`src/rtl/core/pfp_pkg.sv`:
```
// Shared types and constants for the pose frame parser.
// Used by pfp_front, pfp_fifo, pfp_back and pose_frame_parser.
`default_nettype none

package pfp_pkg;

  // Event counter width (wraps at 2**COUNTER_BITS)
  localparam int COUNTER_BITS = 32;

  // Frame format
  localparam logic [7:0] HDR_FIRST  = 8'h0F;
  localparam logic [7:0] HDR_SECOND = 8'hF0;
  localparam int         FRAME_LEN  = 10;

  // Frame position codes
  localparam logic [3:0] POS_SEARCH = 4'd0;
  localparam logic [3:0] POS_HDR2   = 4'd1;
  localparam logic [3:0] POS_CSUM   = 4'(FRAME_LEN - 1);

  // Frame queue between front and back (power of two)
  localparam int QUEUE_DEPTH = 2;
  localparam int QPTR_W      = (QUEUE_DEPTH > 1) ? $clog2(QUEUE_DEPTH) : 1;
  localparam int QCNT_W      = $clog2(QUEUE_DEPTH + 1);

  // Yaw: mrad -> centideg is 18/pi, in Q16
  localparam logic signed [19:0] YAW_Q16   = 20'sd375494;
  localparam logic signed [35:0] YAW_ROUND = 36'sd32768;

  // Wrap into (-18000, 18000]: bias by (half turn - 1) plus six turns so
  // the value is non-negative, reduce mod one turn, remove the half bias.
  localparam int HALF_BIAS = 17999;
  localparam int FULL_TURN = 36000;
  localparam logic [21:0] WRAP_BIAS = 22'(HALF_BIAS + 6 * FULL_TURN);
  localparam logic [18:0] TURN_X8   = 19'(8 * FULL_TURN);
  localparam logic [18:0] TURN_X4   = 19'(4 * FULL_TURN);
  localparam logic [18:0] TURN_X2   = 19'(2 * FULL_TURN);
  localparam logic [18:0] TURN_X1   = 19'(FULL_TURN);
  localparam logic [15:0] HALF_BIAS16 = 16'(HALF_BIAS);

  // One completed frame, as handed from front to back
  typedef struct packed {
    logic                    good;
    logic [15:0]             x_word;
    logic [15:0]             y_word;
    logic [15:0]             yaw_word;
    logic [COUNTER_BITS-1:0] hdr_cnt;
    logic [COUNTER_BITS-1:0] byte_cnt;
  } frame_rec_t;

endpackage

`default_nettype wire

```
`src/rtl/core/pose_frame_parser.sv`:
```
// Pose frame parser: front end, frame queue and back end.
// Depends on pfp_pkg, pfp_front, pfp_fifo and pfp_back.
//
// Takes one serial byte per cycle and finds 10-byte frames that open with
// 0x0F 0xF0 and close with an 8-bit sum checksum over bytes 0-8. Each
// completed frame yields one result: frame_good, the last good raw words,
// the pose in mm (x = -raw y, y = raw x), the yaw in centidegrees plus the
// configured offset wrapped into (-18000, 18000], and four wrapping event
// counters. Bytes that do not complete a frame produce no result. A result
// passes from its checksum byte through the queue, the multiply, two
// reduction stages and the output register, and the three-stage yaw
// pipeline plus a two-entry frame queue let input run on while a result waits.
// The input stalls only on a checksum byte when the frame queue is full.
// The offset register is written through cfg_valid (always ready).
`default_nettype none

module pose_frame_parser
  import pfp_pkg::*;
(
  input  wire logic               clk,
  input  wire logic               rst,
  input  wire logic               cfg_valid,
  output logic                    cfg_ready,
  input  wire logic signed [15:0] yaw_offset_centideg,
  input  wire logic               in_valid,
  output logic                    in_stall,
  input  wire logic [7:0]         rx_byte,
  output logic                    out_valid,
  input  wire logic               out_stall,
  output logic                    frame_good,
  output logic signed [15:0]      raw_x,
  output logic signed [15:0]      raw_y,
  output logic signed [15:0]      raw_yaw,
  output logic signed [16:0]      x_mm,
  output logic signed [15:0]      y_mm,
  output logic signed [15:0]      yaw_centideg,
  output logic [31:0]             good_frames,
  output logic [31:0]             checksum_errors,
  output logic [31:0]             header_errors,
  output logic [31:0]             bytes_seen
);

  frame_rec_t push_rec, head_rec;
  logic       q_push, q_full, q_pop, q_not_empty;

  pfp_front u_front (
    .clk      (clk),
    .rst      (rst),
    .in_valid (in_valid),
    .in_stall (in_stall),
    .rx_byte  (rx_byte),
    .q_full   (q_full),
    .q_push   (q_push),
    .q_rec    (push_rec)
  );

  pfp_fifo u_fifo (
    .clk       (clk),
    .rst       (rst),
    .push      (q_push),
    .push_rec  (push_rec),
    .full      (q_full),
    .pop       (q_pop),
    .not_empty (q_not_empty),
    .head_rec  (head_rec)
  );

  pfp_back u_back (
    .clk                 (clk),
    .rst                 (rst),
    .cfg_valid           (cfg_valid),
    .cfg_ready           (cfg_ready),
    .yaw_offset_centideg (yaw_offset_centideg),
    .q_not_empty         (q_not_empty),
    .q_rec               (head_rec),
    .q_pop               (q_pop),
    .out_valid           (out_valid),
    .out_stall           (out_stall),
    .frame_good          (frame_good),
    .raw_x               (raw_x),
    .raw_y               (raw_y),
    .raw_yaw             (raw_yaw),
    .x_mm                (x_mm),
    .y_mm                (y_mm),
    .yaw_centideg        (yaw_centideg),
    .good_frames         (good_frames),
    .checksum_errors     (checksum_errors),
    .header_errors       (header_errors),
    .bytes_seen          (bytes_seen)
  );

endmodule

`default_nettype wire

```
`src/rtl/core/pfp_front.sv`:
```
// Front end: header sync, running checksum, payload capture, byte and
// header error counts. Emits one frame record per completed frame. Uses pfp_pkg.
`default_nettype none

module pfp_front
  import pfp_pkg::*;
(
  input  wire logic       clk,
  input  wire logic       rst,
  input  wire logic       in_valid,
  output logic            in_stall,
  input  wire logic [7:0] rx_byte,
  input  wire logic       q_full,
  output logic            q_push,
  output frame_rec_t      q_rec
);

  logic [3:0]              pos, pos_next;
  logic [7:0]              sum, sum_next;
  logic [47:0]             payload, payload_next;
  logic [COUNTER_BITS-1:0] hdr_cnt, hdr_cnt_next;
  logic [COUNTER_BITS-1:0] byte_cnt, byte_cnt_next;
  logic                    accept;

  // Only the checksum byte needs queue space
  assign in_stall = (pos >= POS_CSUM) && q_full;
  assign accept   = in_valid && !in_stall;

  // Per-byte parse
  always_comb begin
    pos_next      = pos;
    sum_next      = sum;
    payload_next  = payload;
    hdr_cnt_next  = hdr_cnt;
    byte_cnt_next = byte_cnt;
    q_push        = 1'b0;
    if (accept) begin
      byte_cnt_next = byte_cnt + 1'b1;
      priority if (pos == POS_SEARCH) begin
        if (rx_byte == HDR_FIRST) begin
          sum_next = rx_byte;
          pos_next = POS_HDR2;
        end
      end else if (pos == POS_HDR2) begin
        if (rx_byte == HDR_SECOND) begin
          sum_next = sum + rx_byte;
          pos_next = pos + 1'b1;
        end else begin
          // resync: a repeated first header byte restarts the frame
          hdr_cnt_next = hdr_cnt + 1'b1;
          sum_next     = rx_byte;
          pos_next     = (rx_byte == HDR_FIRST) ? POS_HDR2 : POS_SEARCH;
        end
      end else if (pos < POS_CSUM) begin
        // bytes 2..8; the last six shifted in are the three words
        sum_next     = sum + rx_byte;
        payload_next = {payload[39:0], rx_byte};
        pos_next     = pos + 1'b1;
      end else begin
        q_push   = 1'b1;
        pos_next = POS_SEARCH;
      end
    end
  end

  // Record for the back end
  always_comb begin
    q_rec.good     = (sum == rx_byte);
    q_rec.x_word   = payload[47:32];
    q_rec.y_word   = payload[31:16];
    q_rec.yaw_word = payload[15:0];
    q_rec.hdr_cnt  = hdr_cnt;
    q_rec.byte_cnt = byte_cnt_next;
  end

  always_ff @(posedge clk) begin
    if (rst) begin
      pos      <= POS_SEARCH;
      sum      <= '0;
      hdr_cnt  <= '0;
      byte_cnt <= '0;
    end else begin
      pos      <= pos_next;
      sum      <= sum_next;
      hdr_cnt  <= hdr_cnt_next;
      byte_cnt <= byte_cnt_next;
    end
  end

  always_ff @(posedge clk) begin
    payload <= payload_next;
  end

`ifndef SYNTH
  a_pos_range: assert property (@(posedge clk) disable iff (rst) pos <= POS_CSUM)
    else $error("frame position out of range");
  a_csum_ends: assert property (@(posedge clk) disable iff (rst)
    accept && (pos == POS_CSUM) |=> pos == POS_SEARCH)
    else $error("frame did not end after checksum byte");
  a_push_room: assert property (@(posedge clk) disable iff (rst) q_push |-> !q_full)
    else $error("frame pushed into full queue");
`endif

endmodule

`default_nettype wire

```
`src/rtl/core/pfp_fifo.sv`:
```
// Short frame queue decoupling the byte parser from the pose back end.
// Uses pfp_pkg for the record type and depth.
`default_nettype none

module pfp_fifo
  import pfp_pkg::*;
(
  input  wire logic        clk,
  input  wire logic        rst,
  input  wire logic        push,
  input  wire frame_rec_t  push_rec,
  output logic             full,
  input  wire logic        pop,
  output logic             not_empty,
  output frame_rec_t       head_rec
);

  frame_rec_t          mem [QUEUE_DEPTH];
  logic [QPTR_W-1:0]   wr_ptr, rd_ptr;
  logic [QCNT_W-1:0]   count;
  logic                do_pop;

  assign full      = (count == QCNT_W'(QUEUE_DEPTH));
  assign not_empty = (count != '0);
  assign head_rec  = mem[rd_ptr];
  assign do_pop    = pop && not_empty;

  // Pointers and fill count
  always_ff @(posedge clk) begin
    if (rst) begin
      wr_ptr <= '0;
      rd_ptr <= '0;
      count  <= '0;
    end else begin
      if (push) wr_ptr <= wr_ptr + 1'b1;
      if (do_pop) rd_ptr <= rd_ptr + 1'b1;
      unique case ({push, do_pop})
        2'b10:   count <= count + 1'b1;
        2'b01:   count <= count - 1'b1;
        default: count <= count;
      endcase
    end
  end

  // Entry storage
  always_ff @(posedge clk) begin
    if (push) mem[wr_ptr] <= push_rec;
  end

`ifndef SYNTH
  a_cnt_range: assert property (@(posedge clk) disable iff (rst)
    count <= QCNT_W'(QUEUE_DEPTH))
    else $error("queue count overflow");
  a_no_overflow: assert property (@(posedge clk) disable iff (rst) !(push && full))
    else $error("push into full queue");
  a_ptr_gap: assert property (@(posedge clk) disable iff (rst)
    (count == '0) |-> (wr_ptr == rd_ptr))
    else $error("empty queue with unequal pointers");
`endif

endmodule

`default_nettype wire

```
`src/rtl/core/pfp_back.sv`:
```
// Back end: yaw conversion pipeline, pose and frame counters, output register
// and the yaw offset register. Uses pfp_pkg.
`default_nettype none

module pfp_back
  import pfp_pkg::*;
(
  input  wire logic               clk,
  input  wire logic               rst,
  // offset register write
  input  wire logic               cfg_valid,
  output logic                    cfg_ready,
  input  wire logic signed [15:0] yaw_offset_centideg,
  // frame queue head
  input  wire logic               q_not_empty,
  input  wire frame_rec_t         q_rec,
  output logic                    q_pop,
  // result channel
  output logic                    out_valid,
  input  wire logic               out_stall,
  output logic                    frame_good,
  output logic signed [15:0]      raw_x,
  output logic signed [15:0]      raw_y,
  output logic signed [15:0]      raw_yaw,
  output logic signed [16:0]      x_mm,
  output logic signed [15:0]      y_mm,
  output logic signed [15:0]      yaw_centideg,
  output logic [31:0]             good_frames,
  output logic [31:0]             checksum_errors,
  output logic [31:0]             header_errors,
  output logic [31:0]             bytes_seen
);

  logic signed [15:0]      offset;
  logic                    adv;
  logic                    s1_valid, s2_valid, s3_valid;
  frame_rec_t              s1_rec, s2_rec, s3_rec;
  logic signed [35:0]      s1_prod;
  logic [18:0]             s2_rem, s3_rem;
  logic [15:0]             s3_yaw;
  logic signed [35:0]      rounded;
  logic [21:0]             biased;
  logic [18:0]             r8, r4, r2, r1;
  logic [15:0]             pose_x, pose_y, pose_yaw, yaw_res;
  logic [15:0]             pose_x_next, pose_y_next, pose_yaw_next, yaw_res_next;
  logic [COUNTER_BITS-1:0] good_cnt, csum_cnt, good_cnt_next, csum_cnt_next;
  logic                    load;

  assign cfg_ready = 1'b1;

  // Offset register
  always_ff @(posedge clk) begin
    if (rst) begin
      offset <= '0;
    end else if (cfg_valid) begin
      offset <= yaw_offset_centideg;
    end
  end

  // Whole pipeline moves while the output register can take a result
  assign adv   = !out_valid || !out_stall;
  assign q_pop = adv;
  assign load  = adv && s3_valid;

  // Stage 2 math: round, add offset and bias, first two reduction steps
  always_comb begin
    rounded = (s1_prod + YAW_ROUND) >>> 16;
    biased  = {{2{rounded[19]}}, rounded[19:0]} + {{6{offset[15]}}, offset} + WRAP_BIAS;
    r8      = (biased[18:0] >= TURN_X8) ? biased[18:0] - TURN_X8 : biased[18:0];
    r4      = (r8 >= TURN_X4) ? r8 - TURN_X4 : r8;
  end

  // Stage 3 math: last two reduction steps, remove half-turn bias
  always_comb begin
    r2 = (s2_rem >= TURN_X2) ? s2_rem - TURN_X2 : s2_rem;
    r1 = (r2 >= TURN_X1) ? r2 - TURN_X1 : r2;
  end
  assign s3_rem = r1;

  // Stage valids
  always_ff @(posedge clk) begin
    if (rst) begin
      s1_valid  <= 1'b0;
      s2_valid  <= 1'b0;
      s3_valid  <= 1'b0;
      out_valid <= 1'b0;
    end else if (adv) begin
      s1_valid  <= q_not_empty;
      s2_valid  <= s1_valid;
      s3_valid  <= s2_valid;
      out_valid <= s3_valid;
    end
  end

  // Stage payloads
  always_ff @(posedge clk) begin
    if (adv) begin
      s1_rec  <= q_rec;
      s1_prod <= $signed(q_rec.yaw_word) * YAW_Q16;
      s2_rec  <= s1_rec;
      s2_rem  <= r4;
      s3_rec  <= s2_rec;
      s3_yaw  <= s3_rem[15:0] - HALF_BIAS16;
    end
  end

  // Pose and frame counters update on the frame reaching the output
  always_comb begin
    pose_x_next   = pose_x;
    pose_y_next   = pose_y;
    pose_yaw_next = pose_yaw;
    yaw_res_next  = yaw_res;
    good_cnt_next = good_cnt;
    csum_cnt_next = csum_cnt;
    if (load) begin
      if (s3_rec.good) begin
        pose_x_next   = s3_rec.x_word;
        pose_y_next   = s3_rec.y_word;
        pose_yaw_next = s3_rec.yaw_word;
        yaw_res_next  = s3_yaw;
        good_cnt_next = good_cnt + 1'b1;
      end else begin
        csum_cnt_next = csum_cnt + 1'b1;
      end
    end
  end

  always_ff @(posedge clk) begin
    if (rst) begin
      pose_x   <= '0;
      pose_y   <= '0;
      pose_yaw <= '0;
      yaw_res  <= '0;
      good_cnt <= '0;
      csum_cnt <= '0;
    end else begin
      pose_x   <= pose_x_next;
      pose_y   <= pose_y_next;
      pose_yaw <= pose_yaw_next;
      yaw_res  <= yaw_res_next;
      good_cnt <= good_cnt_next;
      csum_cnt <= csum_cnt_next;
    end
  end

  // Output register
  always_ff @(posedge clk) begin
    if (load) begin
      frame_good      <= s3_rec.good;
      raw_x           <= pose_x_next;
      raw_y           <= pose_y_next;
      raw_yaw         <= pose_yaw_next;
      x_mm            <= 17'sd0 - {pose_y_next[15], pose_y_next};
      y_mm            <= pose_x_next;
      yaw_centideg    <= yaw_res_next;
      good_frames     <= 32'(good_cnt_next);
      checksum_errors <= 32'(csum_cnt_next);
      header_errors   <= 32'(s3_rec.hdr_cnt);
      bytes_seen      <= 32'(s3_rec.byte_cnt);
    end
  end

`ifndef SYNTH
  a_yaw_range: assert property (@(posedge clk) disable iff (rst)
    s3_valid |-> ($signed(s3_yaw) >= -16'sd17999) && ($signed(s3_yaw) <= 16'sd18000))
    else $error("wrapped yaw out of range");
  a_good_count: assert property (@(posedge clk) disable iff (rst)
    load && s3_rec.good |=> good_cnt == $past(good_cnt) + 1'b1)
    else $error("good frame not counted");
  a_bad_keeps_pose: assert property (@(posedge clk) disable iff (rst)
    load && !s3_rec.good |=> $stable(pose_x) && $stable(pose_y) && $stable(yaw_res))
    else $error("pose changed on checksum failure");
  a_hold: assert property (@(posedge clk) disable iff (rst)
    !adv |=> $stable(s3_valid) && (!s3_valid || $stable(s3_yaw)))
    else $error("pipeline moved while output blocked");
`endif

endmodule

`default_nettype wire
```
`config.mk`:
```
export PLATFORM = sky130hd
export DESIGN_NAME = pose_frame_parser
export DESIGN_NICKNAME = d
export VERILOG_FILES = /design/src/rtl/core/pfp_pkg.sv /design/src/rtl/core/pose_frame_parser.sv /design/src/rtl/core/pfp_front.sv /design/src/rtl/core/pfp_fifo.sv /design/src/rtl/core/pfp_back.sv
export SDC_FILE = /design/constraint.sdc
export NUM_CORES = 2
export LEC_CHECK = 0
export BUFFER_PORTS_ARGS = -buffer_cell sky130_fd_sc_hd__buf_2
export CORE_MARGIN = 3
export CORE_UTILIZATION = 61
export CTS_CLUSTER_DIAMETER = 100
export DETAILED_ROUTE_END_ITERATION = 10
export PLACE_DENSITY = 0.91
export SLEW_MARGIN = 15
export SYNTH_ARGS = -nofsm -noshare
export SYNTH_HDL_FRONTEND = slang
export SYNTH_SLANG_ARGS = --single-unit
```
`constraint.sdc`:
```
create_clock -name clk -period 20.2 [get_ports clk]
set_input_delay 1.01 -clock clk [delete_from_list [all_inputs] [get_ports clk]]
set_output_delay 1.01 -clock clk [all_outputs]
set_load 0.05 [all_outputs]
```
======== After elaboration in Yosys (flattened, before gate mapping) ========
Memory sizes are Yosys's and may differ from the RTL's. A register that Yosys moved wholly into a read port is not among the register bits.
Cells that the tools add are included.
cells by class
  $add $sub $neg .......................... 19
  $mul .................................... 1
  $lt $le $gt $ge ......................... 6
  equality and inequality tests ........... 8
  muxes and demuxes ....................... 37
  bitwise gates (word level) .............. 3
  reductions and logical operators ........ 16
operators with widths
  cell                      number
  $mux W32                  5
  $mux W16                  9
  $add A32 B1 Y32 const B   4
  $mux W19                  3
  $mux W8                   5
  $add A35 B17 Y35 const B  1
  $mul A16 B19 Y34 const B  1
  $mux W4                   5
  $add A19 B16 Y19          1
  $add A19 B18 Y19 const B  1
  $ge A19 B16 Y1 const B    1
  $ge A19 B17 Y1 const B    1
  $ge A19 B18 Y1 const B    1
  $ge A19 B19 Y1 const B    1
  $sub A19 B17 Y19 const B  1
  $sub A19 B18 Y19 const B  1
  $sub A19 B19 Y19 const B  1
  $sub A1 B16 Y17 const A   1
  $sub A16 B15 Y16 const B  1
  $sub A16 B16 Y16 const B  1
  $mux W1                   9
  $add A8 B8 Y8             1
  $eq A8 B4 Y1 const B      1
  $eq A8 B8 Y1              1
  22 further kinds          33
word-level totals
  bits in registers ....................... 894
  RAM bits ................................ 226
  bits of input ports ..................... 29
  output and inout port bits .............. 229
  word-level logic and storage cells ...... 141
  memories kept ........................... 1
memories
  name        depth  bits a word  read ports  clocked after Yosys merged registers in  wr ports  RTL line        RTL
  u_fifo.mem  2      113          1           1                                        1         pfp_fifo.sv:18  frame_rec_t mem [QUEUE_DEPTH];

======== Longest topological paths before layout ========
  depth in word-level cells ............... 7
  mapped depth ............................ 29
  mapped depth without buffers ............ 26

======== By module ========
From an unflattened synthesis, not the netlist that was laid out.
unflattened totals
  cells, all modules ...................... 3218
  area total of the unflattened synthesis .. 46761.1 µm²
modules (own cells, without submodules)
  module     instances  cells an instance  area each (µm²)  sequential area each (µm²)
  pfp_back   1          2335               32937.8          21070.2
  pfp_fifo   1          375                8389.3           6886.6
  pfp_front  1          508                5434.0           2962.8

======== Worst setup path after synthesis ========
OpenSTA, ideal clock, no wires.
  path kind ............................... in2reg
  start ................................... input out_stall
  end ..................................... register u_back.checksum_errors[31] (data pin)
  library setup time ...................... 270 ps
  arrival time ............................ 16735 ps
  required time ........................... 19930 ps
  setup slack ............................. 3194 ps
  cell stages on the path ................. 10
  buffers on the path ..................... 0
  cell sequence ........................... nand2_1 and2_1 nor2b_1 and4_1 and3_1 and2_1 nand2b_1 nor4_1 nor3b_1 xor2_1
on the way
  cells in the longest elaborated chain, start to end .. 4
ends and longest elaborated chain
  item                          RTL line                 RTL
  start, declared               pose_frame_parser.sv:29  input wire logic out_stall,
  $logic_not A1 Y1              pfp_back.sv:61           assign adv = !out_valid || !out_stall;
  $logic_or A1 B1 Y1            pfp_back.sv:61
  $logic_and A1 B1 Y1           pfp_back.sv:63           assign load = adv && s3_valid;
  via u_back.load               pfp_back.sv:47           logic load;
  $mux W32                      pfp_back.sv:115          if (load) begin
  via u_back.csum_cnt_next[31]  pfp_back.sv:46           logic [COUNTER_BITS-1:0] good_cnt, csum_cnt, good_cnt_next, csum_cnt_next;
  end signal, assigned          pfp_back.sv:157          checksum_errors <= 32'(csum_cnt_next);
  end, declared                 pfp_back.sv:29           output logic [31:0] checksum_errors,
The timed path passes the listed nets, and every way through them passes these cells.
A chain may end at the register's enable or synchronous reset.

==> impl_summary.txt <==
----------------------------------------------------
[Critical path]
  Buffering stage count on the worst path with inverters included ... 6
  Critical path's slowest cell ... sky130_fd_sc_hd__dfxtp_4
  R2R setup slack ... roughly 11 ns
  Crit path max fanout ... 58
  Slowest cell delay on critical path ... 0.89 ns
  Endpoint of the worst-slack reg-to-reg timing path ... u_back.s1_prod[34]
  Kind of critical path ... reg -> reg
  Dominant delay contributor by cell family on the critical path ... adder cells
  CP Launch Type ... register
  Nature of the critical path endpoint ... register
  Depth of the most critical reg-to-reg path ... 27
  WP data arrival ... a little over 9 ns
  Required time reported for the critical path endpoint ... around 20 ns

[Synth]
  Unique masters post-synth ... 83
  Seq/Total Area, Yosys ... between 60% and 70%
  Post-synthesis instance area ... 0.0460 mm²
  Most frequently used cell type in the post-synthesis netlist ... sky130_fd_sc_hd__edfxtp_1
  YS warnings ... 0
  Largest area contributor in the synthesized netlist ... sky130_fd_sc_hd__edfxtp_1
  Area share of the leading cell type in the synthesized netlist ... 57.2%
  Register bit total from synthesis ... 1106
  Number of flops mapped to enable cells by yosys ... just under 900
  Async set-or-reset flop fraction in the synthesized netlist ... 0%
  Post-Synthesis Cells ... about 3100
  Synthesized area per cell ... between 10 and 15 µm²
  Top post-synthesis cells by area ... sky130_fd_sc_hd__edfxtp_1 57%, sky130_fd_sc_hd__dfxtp_1 10%, sky130_fd_sc_hd__ha_1 5.0%
  Synth Flop Type ... sky130_fd_sc_hd__edfxtp_1
  Cell types with the highest counts after synthesis ... 877 x sky130_fd_sc_hd__edfxtp_1, 254 x sky130_fd_sc_hd__nand2_1, 229 x sky130_fd_sc_hd__dfxtp_1, 222 x sky130_fd_sc_hd__inv_1, 184 x sky130_fd_sc_hd__ha_1
  Post-synth net total ... approximately 3400

[Drt]
  Via count ... roughly 25000
  DRC marker count from the first detailed-route iteration ... about 1700
  Via count normalized by instance count ... roughly 5.6
  Pre-Repair DR Iteration Count ... 5
  DRC ... 0
  Antenna-violating nets left ... 0
  Post-DR wirelength/cell ... around 20 µm
  Final Routed Wirelength ... 89300 µm

[Placed design]
  Worst setup slack after placement ... about 11 ns
  PortBufs ... 256
  Final estimated routing congestion in global placement ... just over 0.9
  HPWL after detailed placement ... just under 60000 µm

[Floorplanning]
  Horizontal extent of the die ... about 280 µm
  Initial Util ... 61.7%
  Die boundary height ... roughly 280 µm
  Area enclosed by the die boundary ... roughly 0.079 mm²
  Boundary Pins ... around 260
  Number of placement rows ... 100
  Core Footprint ... between 0.07 and 0.08 mm²

[Worst hold path]
  Type of the tightest min-delay check ... reg -> reg
  Worst min-delay path endpoint ... u_back.s2_rec[4]
  Worst Hold Path Cells ... 0
  Launch instance of the worst min-delay path ... u_back.s1_rec[4]

[Timing]
  Final Hold Fails ... 0
  Sum of negative setup slack ... 0 ns
  Worst Slack Setup Final ... approximately 11 ns
  Slew @ Worst Pin ... about 1.1 ns
  Max Clk Rate ... 0.112 GHz
  Final critical-path required period ... about 9.0 ns
  Max-slew violation total from the final report ... 0
  Final hold slack ... around 0.40 ns
  Final setup violation count ... 0
  Share of the clock period used by the worst path ... around 44%
  Unrepaired setup endpoints after global routing ... false
  Setup Skew ... 0.0516 ns
  Slew HR ... approximately 24%

[Cells and area]
  Inserted Diodes ... 0
  Layout net count ... around 3700
  P&R area growth vs syn ... 12.6%
  Share of post-route cells with drive strength above 1 ... 16.8%
  Share of the core filled with cells ... ~69%

[Clock network]
  Number of buffers created by CTS ... 104
  Clock tree from TritonCTS ... built
  Clock input transition at the sequential cells of the worst setup and hold paths ... around 0.060 ns
  CTS Hold Buffers Added ... 0
  H-tree depth ... 3
  # Post-CTS Setup Buffers ... 0
  Later-pin clock latency in the skew report ... 0.67 ns
  Clock tree root buffer cell ... sky130_fd_sc_hd__clkbuf_16
  Sink Count ... roughly 1100
  Number of gates resized after cts ... 0
  Maximum clock insertion buffer count ... 3

[Run status]
  Result of the run ... finished, final reports clean

[Pwr]
  Post-layout power ... slightly below 5 mW
  Power per standard cell area ... about 93 mW/mm²
  Worst IR Drop VDD ... roughly 0.064 mV
  Leak ... 20.2 nW

[Run]
  Number of maximum-capacitance violations ... 0

[GRT]
  Maximum number of pins on one net before global-route repair ... 188
  Antenna violations before repair ... 2
  GRT Total Usage ... between 20 and 25%
  First-pass GRT wire length ... 138000 µm
  Gr ovfl total ... 0
  Vias in the first global route ... 25500

----------------------------------------------------
## stage by stage
stage          cell area (µm²)  instances
2_1_floorplan            46000       3126
3_3_place_gp             48300       4287
3_5_place_dp             48300       4287
4_1_cts                  51800       4483
5_1_grt                  51800       4483
6_report                 51800       4483
## worst max path at each step
| stage | startpoint | to | slack [ns] | cells after the start |
|---|---|---|---|---|
| 2_1_floorplan | out_stall | u_back.checksum_errors[31] | 3.19 | 10 |
| 3_3_place_gp | register | u_back.s1_prod[34] | 11.46 | 27 |
| 3_5_place_dp | register | u_back.s1_prod[34] | 11.32 | 27 |
| 4_1_cts | register | u_back.s1_prod[34] | 11.21 | 27 |
| 5_1_grt | register | u_back.s1_prod[34] | 10.73 | 27 |
| 6_report | register | u_back.s1_prod[34] | 11.24 | 27 |
## kinds of logic after synthesis
kind of cell	Yosys count	synth area share, %
flip-flops	1106	67.2
AND/OR/NAND/NOR	816	8.71
buffers and inverters	305	2.67
adder cells (fa/ha/maj)	294	9.79
XOR/XNOR	241	4.71
AO/OA/AOI/OAI	205	3.19
multiplexers	157	3.73
other	2	0.0163
## layout make-up
class	count	area [µm²]
multi-input combinational	1715	13900
timing repair buffer	275	1460
tap	969	1210
sequential	1106	30900
fill	4741	22800
clock buffer	143	2930
inverter	222	833
clock inverter	53	537
## registers in the layout (all words and copies together) (netlist names), 17 cells and up, named ones only
register,flops
u_fifo.mem,226
u_back.s1_rec,113
u_back.s2_rec,113
u_back.s3_rec,113
u_front.payload,48
u_back.bytes_seen,32
u_back.checksum_errors,32
u_back.csum_cnt,32
u_back.good_cnt,32
u_back.good_frames,32
u_back.header_errors,32
u_front.byte_cnt,32
u_front.hdr_cnt,32
u_back.s1_prod,20
u_back.s2_rem,19
u_back.x_mm,17
## power by group
part / total, mW / internal (mW) / switching [mW]
registers: 2.51 / 2.48 / 0.0232
clock network: 1.93 / 1.09 / 0.839
logic: 0.399 / 0.179 / 0.221
## cell usage in the layout (no fill, tap or decap), drive strengths merged, types with 7 or more instances in the layout
cell	synthesis	final
and3	39	39
ha	184	184
buf	32	275
and2	14	14
nand4	34	34
or3	12	12
inv	222	227
clkinvlp	0	7
a31oi	10	10
xnor2	139	139
o21a	7	7
mux2i	45	45
nand3	72	72
and4	10	10
mux2	112	112
a21oi	57	57
nor3	31	31
xor2	101	101
o21ai	41	41
a21o	24	24
fa	110	110
nor4	9	9
nor2	154	154
clkbuf	51	143
clkinv	0	36
edfxtp	877	877
nor2b	156	156
a211oi	15	15
dfxtp	229	229
nand2b	16	16
nand2	254	254
## metal layers
| metal | vias up | wire [µm] | global-route usage, % |
|---|---|---|---|
| met5 | - | 0 | 0 |
| met4 | 0 | 3610 | 9.75 |
| met3 | 199 | 4700 | 3.22 |
| met2 | 814 | 44300 | 38.6 |
| met1 | 12200 | 36600 | 29.4 |
| li1 | 11600 | - | - |
## worst reg2reg max path, delay by kind of cell (launching register included)
kind	cells	cell delay, ns
fa+ha+maj	7	3.26
compound gates	10	1.88
buf+inv	6	1.28
flops	1	0.89
mux	1	0.64
simple gates	2	0.44
xor+xnor	1	0.24
No activity file was read; power rests on OpenSTA's default activity.
